$ cat src/rtl/pcodec_pkg.sv
package pcodec_pkg;

	// Fixed field width and result slot count
	localparam int unsigned DATA_W = 8;
	localparam int unsigned MAX_RES = 3;

	// Characters with a special role
	localparam logic [DATA_W-1:0] PCT_CHAR   = 8'h25;
	localparam logic [DATA_W-1:0] TILDE_CHAR = 8'h7E;
	localparam logic [DATA_W-1:0] SLASH_CHAR = 8'h2F;
	localparam logic [DATA_W-1:0] DASH_CHAR  = 8'h2D;
	localparam logic [DATA_W-1:0] DOT_CHAR   = 8'h2E;
	localparam logic [DATA_W-1:0] UNDER_CHAR = 8'h5F;
	localparam logic [3:0]        NIBBLE_MASK = 4'hF;

	// Held-sequence codes of the decoder
	localparam logic [1:0] HELD_NONE  = 2'd0;
	localparam logic [1:0] HELD_PCT   = 2'd1;
	localparam logic [1:0] HELD_DIGIT = 2'd2;

	// Register indexes
	localparam logic REG_MODE = 1'b0;

	// Mode codes
	localparam logic MODE_DECODE = 1'b0;
	localparam logic MODE_ENCODE = 1'b1;

	// Results of one item, slot 0 goes out first
	typedef struct packed {
		logic [1:0]                    count;
		logic [MAX_RES-1:0][DATA_W-1:0] data;
		logic [MAX_RES-1:0]            last;
	} res_t;

	// Decoded hex digit
	typedef struct packed {
		logic       valid;
		logic [3:0] value;
	} hex_t;

	function automatic hex_t hex_decode(input logic [DATA_W-1:0] b);
		hex_t h;
		h.valid = 1'b1;
		h.value = 4'd0;
		if (b >= 8'h30 && b <= 8'h39) begin
			h.value = 4'(b - 8'h30);
		end else if (b >= 8'h41 && b <= 8'h46) begin
			h.value = 4'(b - 8'h41 + 8'd10);
		end else if (b >= 8'h61 && b <= 8'h66) begin
			h.value = 4'(b - 8'h61 + 8'd10);
		end else begin
			h.valid = 1'b0;
		end
		return h;
	endfunction

	// Upper-case hex character for a nibble
	function automatic logic [DATA_W-1:0] hex_char(input logic [3:0] n);
		logic [DATA_W-1:0] c;
		if (n < 4'd10) begin
			c = 8'h30 + {4'd0, n};
		end else begin
			c = 8'h41 + {4'd0, n} - 8'd10;
		end
		return c;
	endfunction

	// Bytes that pass the encoder unchanged
	function automatic logic passes_plain(input logic [DATA_W-1:0] b);
		logic p;
		p = (b >= 8'h61 && b <= 8'h7A) || (b >= 8'h41 && b <= 8'h5A) ||
			(b >= 8'h30 && b <= 8'h39) || b == DASH_CHAR || b == DOT_CHAR ||
			b == UNDER_CHAR || b == TILDE_CHAR || b == SLASH_CHAR;
		return p;
	endfunction

endpackage

$ cat src/rtl/pcodec_step.sv
module pcodec_step import pcodec_pkg::*; (
	input  logic              clk,
	input  logic              arst_n,
	input  logic              mode,
	input  logic              clear,
	input  logic              step_en,
	input  logic [DATA_W-1:0] data_s1,
	input  logic              last_s1,
	output res_t              res
);

	logic [1:0]        held_cnt_q;
	logic [DATA_W-1:0] held_dig_q;
	logic [1:0]        nxt_cnt;
	logic [DATA_W-1:0] nxt_dig;
	hex_t              dig_b;
	hex_t              dig_h;
	logic [1:0]        pre;
	logic              fresh;

	assign dig_b = hex_decode(data_s1);
	assign dig_h = hex_decode(held_dig_q);

	// Results and next held state for the item in the input register
	always_comb begin
		res     = '0;
		nxt_cnt = held_cnt_q;
		nxt_dig = held_dig_q;
		pre     = 2'd0;
		fresh   = 1'b0;
		if (mode == MODE_ENCODE) begin
			if (passes_plain(data_s1)) begin
				res.count   = 2'd1;
				res.data[0] = data_s1;
				res.last[0] = last_s1;
			end else begin
				res.count   = 2'd3;
				res.data[0] = PCT_CHAR;
				res.data[1] = hex_char(data_s1[7:4]);
				res.data[2] = hex_char(data_s1[3:0] & NIBBLE_MASK);
				res.last[2] = last_s1;
			end
		end else begin
			fresh = 1'b1;
			case (held_cnt_q)
				HELD_PCT: begin
					if (dig_b.valid && !last_s1) begin
						nxt_cnt = HELD_DIGIT;
						nxt_dig = data_s1;
						fresh   = 1'b0;
					end else begin
						pre         = 2'd1;
						res.data[0] = PCT_CHAR;
					end
				end
				HELD_DIGIT: begin
					if (dig_h.valid && dig_b.valid) begin
						nxt_cnt     = HELD_NONE;
						res.count   = 2'd1;
						res.data[0] = {dig_h.value, dig_b.value};
						res.last[0] = last_s1;
						fresh       = 1'b0;
					end else begin
						pre         = 2'd2;
						res.data[0] = PCT_CHAR;
						res.data[1] = held_dig_q;
					end
				end
				default: begin
					pre = 2'd0;
				end
			endcase
			// the new byte scanned with nothing held
			if (fresh) begin
				if (data_s1 == PCT_CHAR && !last_s1) begin
					nxt_cnt   = HELD_PCT;
					res.count = pre;
				end else begin
					nxt_cnt       = HELD_NONE;
					res.data[pre] = data_s1;
					res.last[pre] = last_s1;
					res.count     = pre + 2'd1;
				end
			end
		end
	end

	// Held sequence
	always_ff @(posedge clk or negedge arst_n) begin
		if (!arst_n) begin
			held_cnt_q <= HELD_NONE;
			held_dig_q <= '0;
		end else if (clear) begin
			held_cnt_q <= HELD_NONE;
			held_dig_q <= '0;
		end else if (step_en) begin
			held_cnt_q <= nxt_cnt;
			held_dig_q <= nxt_dig;
		end
	end

endmodule

$ cat src/rtl/pcodec_obuf.sv
module pcodec_obuf import pcodec_pkg::*; (
	input  logic              clk,
	input  logic              arst_n,
	input  logic              load,
	input  res_t              res,
	output logic              can_load,
	output logic              m_tvalid,
	input  logic              m_tready,
	output logic [DATA_W-1:0] m_tdata,   // out_byte[7:0]
	output logic              m_tlast    // out_last
);

	logic [1:0]                     cnt_q;
	logic [1:0]                     rd_q;
	logic [MAX_RES-1:0][DATA_W-1:0] data_q;
	logic [MAX_RES-1:0]             last_q;
	logic                           xfer;

	assign m_tvalid = (cnt_q != 2'd0);
	assign m_tdata  = data_q[rd_q];
	assign m_tlast  = last_q[rd_q];
	assign xfer     = m_tvalid && m_tready;
	// free now, or free once the one remaining result is taken
	assign can_load = (cnt_q == 2'd0) || (cnt_q == 2'd1 && m_tready);

	// Count and read pointer
	always_ff @(posedge clk or negedge arst_n) begin
		if (!arst_n) begin
			cnt_q <= 2'd0;
			rd_q  <= 2'd0;
		end else if (load) begin
			cnt_q <= res.count;
			rd_q  <= 2'd0;
		end else if (xfer) begin
			cnt_q <= cnt_q - 2'd1;
			rd_q  <= rd_q + 2'd1;
		end
	end

	// Result slots
	always_ff @(posedge clk) begin
		if (load) begin
			data_q <= res.data;
			last_q <= res.last;
		end
	end

endmodule

$ cat src/rtl/percent_codec.sv
// percent_codec: URL percent encoder / decoder, one byte per transfer.
// Input stream s_*: s_tdata carries the byte, s_tlast marks the last byte of
// a string. Output stream m_*: one coded byte per transfer, m_tlast marks the
// last output byte of the string. Register mode at address 0 of the APB port
// (bit 0: 0 decode, 1 encode); writing it drops any partly held '%' sequence.
// The results of an item pass through the input register, then the result
// buffer. An item gives 0 to 3 results (three for an escaped encoded byte);
// the three-slot result buffer drains one byte per cycle over the output
// port while m_tready is high, and takes the next item's results as its
// last one is taken. Items that give one result or none flow at one per
// cycle while the receiver is ready.
// Reset clears mode to decode, empties the held sequence and both registers.
// When the receiver stalls, the buffer holds its results and the input
// register keeps one item; s_tready drops once both are occupied, and
// nothing is lost or repeated.
module percent_codec import pcodec_pkg::*; (
	input  logic              clk,
	input  logic              arst_n,
	// configuration
	input  logic              psel,
	input  logic              penable,
	input  logic              pwrite,
	input  logic [2:0]        paddr,
	input  logic [31:0]       pwdata,
	output logic [31:0]       prdata,
	output logic              pready,
	// input stream
	input  logic              s_tvalid,
	output logic              s_tready,
	input  logic [DATA_W-1:0] s_tdata,   // in_byte[7:0]
	input  logic              s_tlast,   // in_last
	// output stream
	output logic              m_tvalid,
	input  logic              m_tready,
	output logic [DATA_W-1:0] m_tdata,   // out_byte[7:0]
	output logic              m_tlast    // out_last
);

	logic              mode_q;
	logic              valid_s1;
	logic [DATA_W-1:0] data_s1;
	logic              last_s1;
	logic              cfg_wr;
	logic              can_load;
	logic              consume;
	res_t              res;

	// APB register access
	assign pready = 1'b1;
	assign cfg_wr = psel && penable && pwrite && (paddr[2] == REG_MODE);
	assign prdata = (paddr[2] == REG_MODE) ? {31'd0, mode_q} : 32'd0;

	always_ff @(posedge clk or negedge arst_n) begin
		if (!arst_n) begin
			mode_q <= MODE_DECODE;
		end else if (cfg_wr) begin
			mode_q <= pwdata[0];
		end
	end

	// Input register
	assign consume  = valid_s1 && can_load;
	assign s_tready = !valid_s1 || can_load;

	always_ff @(posedge clk or negedge arst_n) begin
		if (!arst_n) begin
			valid_s1 <= 1'b0;
		end else if (s_tvalid && s_tready) begin
			valid_s1 <= 1'b1;
		end else if (consume) begin
			valid_s1 <= 1'b0;
		end
	end

	always_ff @(posedge clk) begin
		if (s_tvalid && s_tready) begin
			data_s1 <= s_tdata;
			last_s1 <= s_tlast;
		end
	end

	pcodec_step u_step (
		.clk     (clk),
		.arst_n  (arst_n),
		.mode    (mode_q),
		.clear   (cfg_wr),
		.step_en (consume),
		.data_s1 (data_s1),
		.last_s1 (last_s1),
		.res     (res)
	);

	pcodec_obuf u_obuf (
		.clk      (clk),
		.arst_n   (arst_n),
		.load     (consume),
		.res      (res),
		.can_load (can_load),
		.m_tvalid (m_tvalid),
		.m_tready (m_tready),
		.m_tdata  (m_tdata),
		.m_tlast  (m_tlast)
	);

endmodule

$ cat config.mk
export PLATFORM = sky130hd
export DESIGN_NAME = percent_codec
export DESIGN_NICKNAME = d
export VERILOG_FILES = /design/src/rtl/pcodec_pkg.sv /design/src/rtl/pcodec_step.sv /design/src/rtl/pcodec_obuf.sv /design/src/rtl/percent_codec.sv
export SDC_FILE = /design/constraint.sdc
export NUM_CORES = 1
export LEC_CHECK = 0
export ABC_AREA = 1
export BUFFER_PORTS_ARGS = -buffer_cell sky130_fd_sc_hd__buf_2
export CORE_ASPECT_RATIO = 0.5
export CORE_MARGIN = 1
export CORE_UTILIZATION = 58
export DETAILED_ROUTE_END_ITERATION = 10
export PLACE_DENSITY = 0.86
export RECOVER_POWER = 25
export SLEW_MARGIN = 15
export SYNTH_ARGS = -nofsm -noshare
export SYNTH_HDL_FRONTEND = slang
export SYNTH_SLANG_ARGS = --single-unit
$ cat constraint.sdc
create_clock -name clk -period 7.4 [get_ports clk]
set_clock_uncertainty 0.2 [all_clocks]
set_input_delay 1.48 -clock clk [delete_from_list [all_inputs] [get_ports clk]]
set_output_delay 1.48 -clock clk [all_outputs]
set_load 0.005 [all_outputs]
Yosys cells after proc, flatten, opt, wreduce, memory -nomap -nowiden
Cells that the tools add are included.

cells by class
  add/subtract/negate cells = 19
  order comparisons = 19
  equality and inequality tests = 12
  multiplexer cells = 74
  bitwise operators = 2
  reductions and logical operators = 41

operator list
  operator             number
  $mux 8               15
  $mux 27              2
  $le 8x7->1 const B   6
  $eq 8x6->1 const B   4
  $ge 8x7->1 const B   4
  $mux 2               15
  $mux 29              1
  $bwmux 24            1
  $mux 4               6
  $sub 4x1->4 const B  6
  $mux 1               23
  $logic_and 1x1->1    19
  $add 4x4->4 const B  4
  $add 7x4->8 const A  2
  $bmux 8 s2           1
  $demux 8 s2          1
  $eq 8x7->1 const B   2
  $ge 8x6->1 const B   2
  $le 8x6->1 const B   2
  $mux 16              1
  $pmux 8 s2           1
  $sub 8x4->8 const B  2
  $add 6x4->7 const A  2
  $reduce_bool 2->1    6
  23 further kinds     39

storage, ports and cells
  flip-flop bits (word level) = 52
  input port bits = 51
  word-level logic and storage cells = 180

Depth between registers and ports, before layout
Gate-level depths: netlist of run 1.

  depth in word-level cells = 18
  mapped depth = 22
  depth with buffers taken out = 21

By module
Synthesis of run 1 repeated with hierarchy kept, for this count alone.

unflattened totals
  cells, all modules = 490
  area total of the unflattened synthesis = 3957.5 um2

by module, submodules not included
  module         instances  cells an instance  area each (um2)
  pcodec_step    1          329                1980.6
  pcodec_obuf    1          98                 1336.3
  percent_codec  1          63                 640.6

Least setup slack after synthesis of run 1
OpenSTA, ideal clock, no wires.

  path kind = input-to-reg
  start point = input port m_tready
  end point = register u_step.held_dig_q[0]
  data arrival time = 3.817 ns
  setup slack = 3.239 ns
  stages = 7
  buffers on the path = 0
  cell sequence = a21oi_1 -> nor2_1 -> inv_1 -> nor2_1 -> nand2_1 -> o21ai_1 -> o22ai_1

on the way
  cells in the longest elaborated chain, start to end = 5

RTL lines
  element                      line                 RTL
  start, declared              percent_codec.sv:34  input logic m_tready,
  $logic_and 1x1->1            pcodec_obuf.sv:24    assign can_load = (cnt_q == 2'd0) || (cnt_q == 2'd1 && m_tready);
  $logic_or 1x1->1             pcodec_obuf.sv:24
  $logic_and 1x1->1            percent_codec.sv:62  assign consume = valid_s1 && can_load;
  net consume                  percent_codec.sv:45  logic consume;
  $reduce_bool 2->1 (no line)  -
  $reduce_and 4->1 (no line)   -
  end signal, assigned         pcodec_step.sv:98    held_dig_q <= nxt_dig;
  end, declared                pcodec_step.sv:13    logic [DATA_W-1:0] held_dig_q;

The timed path passes the listed nets, and every way through them passes these cells.
A chain may end at the register's enable or synchronous reset.

Worst setup path after layout of run 1
  start point = input port m_tready
  end point = register u_step.held_dig_q[2]

Same word-level chain as after synthesis.

==> reports/results.ini, run 1 <==
[cts]
tritoncts=done
cts.htree.levels=2
post_cts_buffers=0
cts_made_buffers=5
cts.reportedPaths.clkPinSlew_ps=70
hold_buffers=0
cts_buffer_depth=2
root_buffer=clkbuf_16
clock-sinks=52
clock_latency_ps=290
cts_resized=0

[critical_path]
crit_family=buffers and inverters
slowest_stage=clkbuf_1
endpoint_kind=register
max_stage_delay_ps=1030
required_ps=7340
cpMostUsedCell=clkbuf_1
critPathKind=in2reg
arrival_ps=4220
timing.critical_path.fanout_max=30
path_cells=clkbuf_1 > a21oi_1 > nor2_2 > clkbuf_1 > inv_1 > nor2_1 > nand2_1 > o21ai_1 > o22ai_1
critPathBufInv=3
r2r_cells=10
path_depth=9
crit_path_start_kind=input pin

[sta]
max_freq_mhz=234
layout_min_cycle_time_ps=4280
worst_slew_pin_slew_ps=1410
worst_slack_ps=3120
hold_viol_final=0
setup_viol=0
tns_ps=0
maxSlewViolCount=0
post-route-period-util_pct=57.8
grt_setup_unrepaired=false
maxSlewHeadroom_pct=6.25

[grt]
grtUsageMet3_pct=5.62
grt_use_met1_pct=39.7
use_met2_pct=41.0
grt_use_total_pct=27.0
grt_pass1_vias=2844
antenna_found_initial=0
grt_pass1_wl_mm=13.9
grt_max_degree=31
overflow=0
busiest_layer=met2

[power_and_ir_drop]
power.total_mw=1.28
p_per_area_nw_per_um2=321
ir_worst_vdd_mv=0.131
p_leak_nw=1.76

[detailed_routing]
drt_wl_total_mm=8.69
drc=0
routed_via_density=5.74
antenna_left=0
drt_pass1_iterations=5
vias=3326
drt_iter0_drc=373
post_drt_wl_per_cell_um=15.0

[logic_synthesis]
synthesis.area_um2=3800
synthFlopType=edfxtp_1
avgSynthCellArea_um2=8.10
yosysTopAreaCell=edfxtp_1
synth_area_leaders=edfxtp_1 28%, dfrtp_1 11%, nand2_1 9.6%
yosysUniqueCellTypes=36
synthCells=469
yosys_warnings=0
yosysSeqAreaShare_pct=39.0
synthArstFlopShare_pct=30.8
yosys.area.top_type_share_pct=28.5
synth_edf_count=36
ys_ff_latch=52

[floorplan]
pin_count=95
coreArea_um2=6180
die_w_um=116
design.die.area_um2=6900
die_h_um=59.2
initial_core_util_pct=61.5
core.rowCount=20

[finish]
fin_nets=561
drive_gt1_share_pct=13.2
synthToLayoutAreaGrowth_pct=5.43
n_fill_cell=523
antenna_cells=0

[min_path]
hp-class=reg2reg
holdPathStages=2

[run_status]
status=finished clean

[place]
io_buffers=29
dp_hpwl_mm=6.43
dp_worst_setup_slack_ps=3670
gp_congestion=0.983

[job]
max_cap_violations=0

cells in the mapped netlist (5+ instances only):
cell	count
o22ai_1	10
nor3_1	7
a21oi_1	18
edfxtp_1	36
o21ai_0	27
xor2_1	6
nand2_2	7
nand2_1	97
o211ai_1	12
nor2_1	45
dfrtp_1	16
inv_1	39
o21ai_1	13
o31ai_1	10
buf_4	34
ha_1	20
inv_2	5
nand3_1	27
layout make-up:
class | count | area [um2] | share of cell area [%]
Inverter | 47 | 184 | 4.59
Sequential cell | 52 | 1480 | 37.0
Tap cell | 88 | 110 | 2.75
Timing Repair Buffer | 30 | 146 | 3.66
Multi-Input combinational cell | 354 | 1920 | 47.8
Clock buffer | 6 | 129 | 3.22
Clock inverter | 2 | 38.8 | 0.968
state kept, by name (all words and copies together) (netlist names):
signal             flops
data_s1                8
last_s1                1
mode_q                 1
u_obuf.cnt_q           2
u_obuf.data_q         24
u_obuf.last_q          3
u_obuf.rd_q            2
u_step.held_cnt_q      2
u_step.held_dig_q      8
valid_s1               1
logic make-up after synthesis:
logic type               Yosys count  share of synthesized area [%]
buffers and inverters             93                           13.6
multiplexers                       1                          0.264
AND/OR/NAND/NOR                  203                           24.9
XOR/XNOR                           6                           1.38
adder cells (fa/ha/maj)           20                           6.59
AO/OA/AOI/OAI                     92                           14.1
flip-flops                        52                           39.0
other                              2                          0.198
placed cells by master, fill, tap and decap left out, types with 6 or more instances in the layout:
master	netlist	layout
o21ai_0	27	27
o21ai_1	13	13
a21oi_1	18	18
edfxtp_1	36	36
nand3_1	27	27
ha_1	20	20
nand2_1	97	97
xor2_1	6	6
o22ai_1	10	10
inv_1	39	39
nor3_1	7	7
conb_1	2	32
dfrtp_1	16	16
o211ai_1	12	12
nor2_1	45	44
nand2_2	7	7
buf_2	1	27
o31ai_1	10	10
metrics by stage:
step                instance area [um2]  utilization (%)  hold WS (ps)  instances
floorplan                          3910                -           249        499
global placement                   3840             62.2           264        571
detailed placement                 3840             62.2           291        571
CTS                                4010             64.9           309        579
global route                       4010             64.8           342        579
finish                             4010             64.8           308        579
path summary, 6_finish.rpt:
check	startpoint	end	slack (ps)
min in group asynchronous	arst_n	valid_s1	1120
min	u_obuf.cnt_q[1]	u_obuf.cnt_q[1]	310
max in group asynchronous	arst_n	u_step.held_dig_q[3]	5290
max reg2reg	u_obuf.cnt_q[0]	u_step.held_dig_q[2]	3690
min reg2reg	u_obuf.cnt_q[1]	u_obuf.cnt_q[1]	310
max	m_tready	u_step.held_dig_q[2]	3120
routing by layer:
metal / up-vias / wire (um)
met5: - / 0
met4: 0 / 185
met3: 27 / 977
met2: 218 / 3600
met1: 1522 / 3920
li1: 1559 / -
report_power, final:
part	leakage, nW	total (mW)	switching, mW	internal (mW)
Sequential	0.554	0.520	0.0828	0.437
Combinational	1.12	0.503	0.337	0.166
Clock	0.0815	0.262	0.101	0.161
Total	1.76	1.28	0.520	0.764
tightest hold or removal path, stage by stage (launching register included):
cell and delay (ps):
dfrtp_1 360, nand2_1 60, nand2_1 60
(Power assumes the default switching activity.)
==> run 2, diff against run 1 <==
--- a/config.mk
+++ b/config.mk
@@ -9,9 +9,9 @@
 export BUFFER_PORTS_ARGS = -buffer_cell sky130_fd_sc_hd__buf_2
 export CORE_ASPECT_RATIO = 0.5
 export CORE_MARGIN = 1
-export CORE_UTILIZATION = 58
+export CORE_UTILIZATION = 54
 export DETAILED_ROUTE_END_ITERATION = 10
-export PLACE_DENSITY = 0.86
+export PLACE_DENSITY = 0.81
 export RECOVER_POWER = 25
 export SLEW_MARGIN = 15
 export SYNTH_ARGS = -nofsm -noshare
==> constraint.sdc (replaced) <==
create_clock -name clk -period 4 [get_ports clk]
set_clock_uncertainty 0.2 [all_clocks]
set_input_delay 0.8 -clock clk [delete_from_list [all_inputs] [get_ports clk]]
set_output_delay 0.8 -clock clk [all_outputs]
set_load 0.005 [all_outputs]
==> run 2 against run 1 <==
  * Power grew 80%
  * Design area about the same
  * Combinational power is 87% higher
  * Non-clock buffer count is 3 higher
  * Critical endpoint is now u_obuf.data_q[2]
  * Register-to-register slack got worse by 3100 ps
  * Critical path type is now reg2reg
==> reports/results.ini, run 2 (synthesis results as in run 1) <==
[sta]
hold_viol_final=0  ; unchanged
grt_setup_unrepaired=false  ; unchanged
maxSlewHeadroom_pct=5.32  ; was 6.25%
layout_min_cycle_time_ps=3370
post-route-period-util_pct=84.2
worst_slew_pin_slew_ps=1420  ; was 1410 ps
max_freq_mhz=297
setup_viol=0  ; unchanged
maxSlewViolCount=0  ; unchanged
tns_ps=0  ; unchanged

[critical_path]
cpMostUsedCell=nand2_1  ; was clkbuf_1
critPathBufInv=2  ; was 3
crit_start=data_s1[1]  ; was m_tready
crit_path_start_kind=register  ; was input pin
arrival_ps=3200  ; was 4220 ps
endpoint_kind=register  ; unchanged
path_cells=inv_1 > ha_1 > nand2_1 > nand3_1 > nand2_1 > nand2_1 > nand2_2 > nand3_4 > nand2_2 > nand2_4 > nor2_2 > inv_1 > ha_1 > nand3_4 > nand2_1 > o21ai_0 > o211ai_1  ; was clkbuf_1 > a21oi_1 > nor2_2 > clkbuf_1 > inv_1 > nor2_1 > nand2_1 > o21ai_1 > o22ai_1
required_ps=3830  ; was 7340 ps
rr_startpoint=data_s1[1]  ; was u_obuf.cnt_q[0]
critPathKind=reg2reg  ; was in2reg
timing.critical_path.fanout_max=12  ; was 30
max_stage_delay_ps=550  ; was 1030 ps
crit_family=simple AND/OR/NAND/NOR gates  ; was buffers and inverters
slowest_stage=edfxtp_1  ; was clkbuf_1

[cts]
hold_buffers=0  ; unchanged
cts.htree.levels=2  ; unchanged
root_buffer=clkbuf_16  ; unchanged
clock_latency_ps=290  ; about the same
tritoncts=done  ; unchanged
post_cts_buffers=0  ; unchanged
cts_resized=0  ; unchanged
cts_made_buffers=5  ; unchanged
cts.reportedPaths.clkPinSlew_ps=70  ; about the same
clock-sinks=52  ; unchanged
cts_buffer_depth=2  ; unchanged

[floorplan]
core.rowCount=21  ; was 20
die_w_um=121  ; was 116 um
coreArea_um2=6750  ; was 6180 um2
initial_core_util_pct=56.3  ; was 61.5%
die_h_um=61.3  ; was 59.2 um
design.die.area_um2=7390  ; was 6900 um2
pin_count=95  ; unchanged

[min_path]
hp-class=reg2reg  ; unchanged
hold_path_startpoint=u_obuf.cnt_q[1]  ; unchanged

[detailed_routing]
drt_iter0_drc=313  ; was 373
vias=3180  ; was 3326
antenna_left=0  ; unchanged
drc=0  ; unchanged
routed_via_density=5.43  ; was 5.74
post_drt_wl_per_cell_um=14.7  ; was 15.0 um
drt_wl_total_mm=8.60  ; was 8.69 mm
drt_pass1_iterations=5  ; unchanged

[finish]
largest_reg_flops=24  ; unchanged
drive_gt1_share_pct=14.0  ; was 13.2%
finalNonFillerCells=586  ; was 579
largestRegisters=u_obuf.data_q: 24 flops, data_s1: 8 flops, u_step.held_dig_q: 8 flops  ; unchanged
fin_nets=564  ; was 561
synthToLayoutAreaGrowth_pct=5.53  ; was 5.43%
antenna_cells=0  ; unchanged
final_cell_mix=97 x nand2_1, 44 x nor2_1, 39 x inv_1, 36 x edfxtp_1, 32 x conb_1  ; unchanged
final_common_cell=nand2_1  ; unchanged
n_fill_cell=599  ; was 523
top_register=u_obuf.data_q  ; unchanged

[grt]
overflow=0  ; unchanged
grt_max_degree=30  ; was 31
grt_pass1_vias=2657  ; was 2844
antenna_found_initial=0  ; unchanged
grt_pass1_wl_mm=13.6  ; was 13.9 mm
grt_use_total_pct=24.5  ; was 27.0%

[job]
max_cap_violations=0  ; unchanged

[power_and_ir_drop]
ir_worst_vdd_mv=0.247  ; was 0.131 mV
p_per_area_nw_per_um2=575  ; was 321 nW/um2
p_leak_nw=1.77  ; was 1.76 nW

[place]
dp_hpwl_mm=6.53  ; was 6.43 mm
io_buffers=29  ; unchanged
gp_congestion=0.961  ; was 0.983
dp_cells=578  ; was 571

[run_status]
status=finished clean  ; unchanged

==> run 2: cell types whose count changed in the layout (fill, tap and decap cells not counted), sizes merged <==
| cell | change |
|---|---|
| bufinv | -1 |
| clkbuf | -1 |
| clkinv | +1 |
| buf | +4 |
==> run 2: metal layers <==
| layer | GRT usage, % | routed length, um |
|---|---|---|
| met1 | 36.8 | 4180 |
| met2 | 37.0 | 3480 |
| met3 | 5.28 | 841 |
| met4 | 4.06 | 91 |
| met5 | 0 | 0 |
==> run 2: path summary, 6_finish.rpt <==
check,endpoint,cells after the start,slack (ps)
min in group asynchronous,valid_s1,1,430
min reg2reg,u_obuf.cnt_q[1],2,320
max,u_obuf.data_q[2],17,630
max in group asynchronous,u_step.held_dig_q[3],1,2580
max reg2reg,u_obuf.data_q[2],17,630
min,u_obuf.cnt_q[1],2,320
==> run 2: final cells by class <==
cell class	instances	area (um2)	share of cell area [%]
clock inverter	2	13.8	0.343
sequential	52	1480	37.0
multi-input combinational	354	1920	47.8
tap	92	115	2.87
clock buffer	6	129	3.21
inverter	47	184	4.59
timing repair buffer	33	170	4.24
==> run 2: stage by stage <==
step	area, um2	total power, mW	worst slack, ps	hold WS, ps	util (%)
after floorplan	3910	1.62	519	249	-
after global placement	3870	1.85	733	265	57.3
after detailed placement	3870	1.88	710	307	57.3
after CTS	4010	2.30	714	242	59.4
after global routing	4010	2.48	438	356	59.4
final	4010	2.31	632	318	59.4
==> run 2: where the power goes <==
group	total (mW)	leakage (nW)	internal [mW]	switching (mW)
clock network	0.423	0.0712	0.234	0.189
registers	0.941	0.554	0.808	0.133
logic	0.941	1.14	0.314	0.627
==> run 2: worst register-to-register path, delay by kind of cell, from the launching register on <==
family	cells	cell delay, ps
flops	1	550
simple gates	11	1280
buf+inv	2	310
fa+ha+maj	2	560
compound gates	2	240
==> run 3, diff against run 2 <==
--- a/config.mk
+++ b/config.mk
@@ -5,7 +5,7 @@
 export SDC_FILE = /design/constraint.sdc
 export NUM_CORES = 1
 export LEC_CHECK = 0
-export ABC_AREA = 1
+export ABC_AREA = 0
 export BUFFER_PORTS_ARGS = -buffer_cell sky130_fd_sc_hd__buf_2
 export CORE_ASPECT_RATIO = 0.5
 export CORE_MARGIN = 1
==> constraint.sdc (replaced) <==
create_clock -name clk -period 3.4 [get_ports clk]
set_clock_uncertainty 0.2 [all_clocks]
set_input_delay 0.68 -clock clk [delete_from_list [all_inputs] [get_ports clk]]
set_output_delay 0.68 -clock clk [all_outputs]
set_load 0.005 [all_outputs]
==> run 3 against run 2 <==
  * The flow now finishes with violations (negative setup slack)
  * Combinational power grew 16%
  * Utilization grew 7.4 points
  * Die area shrank 0.93%
  * Worst setup slack lost 660 ps
  * Fmax shrank 1.7%
  * Routed wire length grew 8.0%
  * Power grew 16%
  * Critical path depth shrank 4
  * Worst hold slack lost 15 ps
  * Clock-buffer cell count is the same
  * Sequential share of layout area shrank 3.9 points
  * Via count shrank 2.6%
  * Largest power group is now combinational logic
==> reports/results.ini, run 3 <==
[detailed_routing]
drt_wl_total_mm=9.29  ; was 8.60 mm
routed_via_density=5.80  ; was 5.43
drc=0  ; unchanged
antenna_left=0  ; unchanged
post_drt_wl_per_cell_um=17.4  ; was 14.7 um
drt_pass1_iterations=5  ; unchanged
vias=3097  ; was 3180
drt_iter0_drc=296  ; was 313

[job]
max_cap_violations=0  ; unchanged

[finish]
largestRegisters=u_obuf.data_q: 24 flops, data_s1: 8 flops, u_step.held_dig_q: 8 flops  ; unchanged
utilization_pct=66.8  ; was 59.4%
final_common_cell=buf_4  ; was nand2_1
drive_gt1_share_pct=29.6  ; was 14.0%
largest_reg_flops=24  ; unchanged
finalNonFillerCells=534  ; was 586
fin_nets=512  ; was 564
synthToLayoutAreaGrowth_pct=19.0  ; was 5.53%
top_register=u_obuf.data_q  ; unchanged
antenna_cells=0  ; unchanged
final_cell_mix=39 x buf_4, 36 x edfxtp_1, 32 x conb_1, 30 x nand2_1, 28 x buf_2  ; was 97 x nand2_1, 44 x nor2_1, 39 x inv_1, 36 x edfxtp_1, 32 x conb_1

[logic_synthesis]
avgSynthCellArea_um2=9.72  ; was 8.10 um2
synth_area_leaders=edfxtp_1 29%, dfrtp_1 11%, ha_1 6.7%  ; was edfxtp_1 28%, dfrtp_1 11%, nand2_1 9.6%
yosysUniqueCellTypes=66  ; was 36
synthCells=387  ; was 469
synthesis.area_um2=3760  ; was 3800 um2
yosysMostFrequentCell=edfxtp_1  ; was nand2_1
synthFlopType=edfxtp_1  ; unchanged
ys_ff_latch=52  ; unchanged
yosys.area.top_type_share_pct=28.7  ; was 28.5%
synthArstFlopShare_pct=30.8  ; unchanged
yosysTopAreaCell=edfxtp_1  ; unchanged
netlist_top_cells_count=36 x edfxtp_1, 32 x buf_4, 30 x nand2_1  ; was 97 x nand2_1, 45 x nor2_1, 39 x inv_1
yosys_warnings=0  ; unchanged
yosysSeqAreaShare_pct=39.4  ; was 39.0%
synth_edf_count=36  ; unchanged

[critical_path]
critPathKind=reg2reg  ; unchanged
critPathBufInv=2  ; unchanged
max_stage_delay_ps=500  ; was 550 ps
endpoint_kind=register  ; unchanged
rrSetupSlack_ps=-30  ; was 630 ps
crit_end=u_obuf.data_q[14]  ; was u_obuf.data_q[2]
arrival_ps=3350  ; was 3200 ps
crit_start=data_s1[0]  ; was data_s1[1]
required_ps=3320  ; was 3830 ps
slowest_stage=or4b_4  ; was edfxtp_1
rr_endpoint=u_obuf.data_q[14]  ; was u_obuf.data_q[2]
path_depth=13  ; was 17
crit_path_start_kind=register  ; unchanged
path_cells=ha_2 > or4b_4 > and3_4 > o32ai_4 > a41oi_4 > nor2_2 > inv_2 > buf_6 > ha_4 > and2_4 > nor2_4 > a22oi_2 > o22ai_2  ; was inv_1 > ha_1 > nand2_1 > nand3_1 > nand2_1 > nand2_1 > nand2_2 > nand3_4 > nand2_2 > nand2_4 > nor2_2 > inv_1 > ha_1 > nand3_4 > nand2_1 > o21ai_0 > o211ai_1
crit_family=simple AND/OR/NAND/NOR gates  ; unchanged
rr_startpoint=data_s1[0]  ; was data_s1[1]
r2r_cells=13  ; was 17
timing.critical_path.fanout_max=7  ; was 12

[cts]
cts_buffer_depth=2  ; unchanged
clock-sinks=52  ; unchanged
root_buffer=clkbuf_16  ; unchanged
cts.htree.levels=2  ; unchanged
clock_latency_ps=300  ; was 290 ps
cts.reportedPaths.clkPinSlew_ps=70  ; about the same
hold_buffers=0  ; unchanged
cts_made_buffers=5  ; unchanged
tritoncts=done  ; unchanged

[place]
io_buffers=29  ; unchanged
dp_hpwl_mm=6.74  ; was 6.53 mm
dp_worst_setup_slack_ps=-99.0  ; was 710 ps
dp_cells=519  ; was 578
gp_congestion=0.946  ; was 0.961

[floorplan]
die_w_um=120  ; was 121 um
core.rowCount=21  ; unchanged
initial_core_util_pct=56.2  ; was 56.3%
coreArea_um2=6700  ; was 6750 um2
die_h_um=61.0  ; was 61.3 um
design.die.area_um2=7330  ; was 7390 um2
pin_count=95  ; unchanged

[sta]
worst_slack_ps=-25.9  ; was 632 ps
worst_slew_pin_slew_ps=957  ; was 1420 ps
setup_viol=6  ; was 0
grt_setup_unrepaired=true  ; was false
maxSlewHeadroom_pct=36.2  ; was 5.32%
layout_min_cycle_time_ps=3430  ; was 3370 ps
max_freq_mhz=292  ; was 297 MHz
hold_viol_final=0  ; unchanged
post-route-period-util_pct=101  ; was 84.2%
maxSlewViolCount=0  ; unchanged

[grt]
antenna_found_initial=0  ; unchanged
grt_pass1_wl_mm=14.4  ; was 13.6 mm
grt_pass1_vias=2740  ; was 2657
grt_use_total_pct=26.4  ; was 24.5%
overflow=0  ; unchanged
grt_max_degree=32  ; was 30

[power_and_ir_drop]
p_per_area_nw_per_um2=595  ; was 575 nW/um2
p_leak_nw=1.80  ; was 1.77 nW
ir_worst_vdd_mv=0.321  ; was 0.247 mV

[run_status]
violations=negative setup slack
status=complete, but fails checks  ; was finished clean

[min_path]
hp-class=in2async  ; was reg2reg

run 3: cell types whose count changed after synthesis, sizes merged, moves of 8 or more:
cell	change
and2	+8
o21ai	-17
clkbuf	+12
a22oi	+9
mux2i	+15
inv	-27
nand3	-24
nand2	-78
o211ai	-11
nor2	-27
run 3: report_power, final:
part | leakage [nW] | internal (mW) | total (mW) | switching (mW)
Combinational | 1.18 | 0.457 | 1.09 | 0.632
Sequential | 0.552 | 0.931 | 1.07 | 0.140
Clock | 0.0712 | 0.275 | 0.506 | 0.231
run 3: final cells by class:
cell class | instances | area [um2]
Fill cell | 509 | 2220
Multi-Input combinational cell | 291 | 2190
Sequential cell | 52 | 1480
Timing Repair Buffer | 70 | 459
Clock buffer | 6 | 129
Tap cell | 92 | 115
Inverter | 21 | 83.8
Clock inverter | 2 | 13.8
run 3: kinds of logic after synthesis:
logic type | share of synthesized area, %
AND/OR/NAND/NOR | 14.8
other | 0.200
AO/OA/AOI/OAI | 20.8
adder cells (fa/ha/maj) | 6.65
XOR/XNOR | 1.86
buffers and inverters | 10.8
flip-flops | 39.4
multiplexers | 5.45
run 3: how the worst min path moves through the flow:
stage	slack [ps]	startpoint	to
after floorplan	180	arst_n	mode_q
after CTS	110	arst_n	u_step.held_dig_q[1]
after global routing	340	s_tdata[1]	data_s1[1]
after detailed placement	310	u_obuf.cnt_q[1]	u_obuf.cnt_q[1]
after global placement	300	u_obuf.cnt_q[1]	u_obuf.cnt_q[1]
final	300	arst_n	u_obuf.rd_q[0]
run 3: through the flow:
| step | hold slack, ps | TNS (ps) | cell area, um2 | total power, mW |
|---|---|---|---|---|
| finish | 303 | -86.5 | 4480 | 2.67 |
| detailed placement | 313 | -482 | 4140 | 2.10 |
| floorplan | 184 | -291 | 3980 | 1.76 |
| CTS | 107 | -167 | 4360 | 2.62 |
| global route | 344 | -1370 | 4480 | 2.83 |
| global placement | 301 | -174 | 4140 | 2.07 |
run 3: what timing repair did:
action                                  4_1_cts  5_1_grt
pin swaps                                    11       12
endpoints found under the setup margin        9       24
buffers inserted                              4        3
resized for setup                            10       22
run 3: layer usage:
metal | global-route usage (%) | vias up | part of all wire [%]
met3 | 5.83 | 17 | 8.8
met1 | 38.0 | 1448 | 46
met4 | 6.96 | 0 | 1.4
met5 | 0 | - | 0
met2 | 40.9 | 174 | 44
li1 | - | 1458 | -
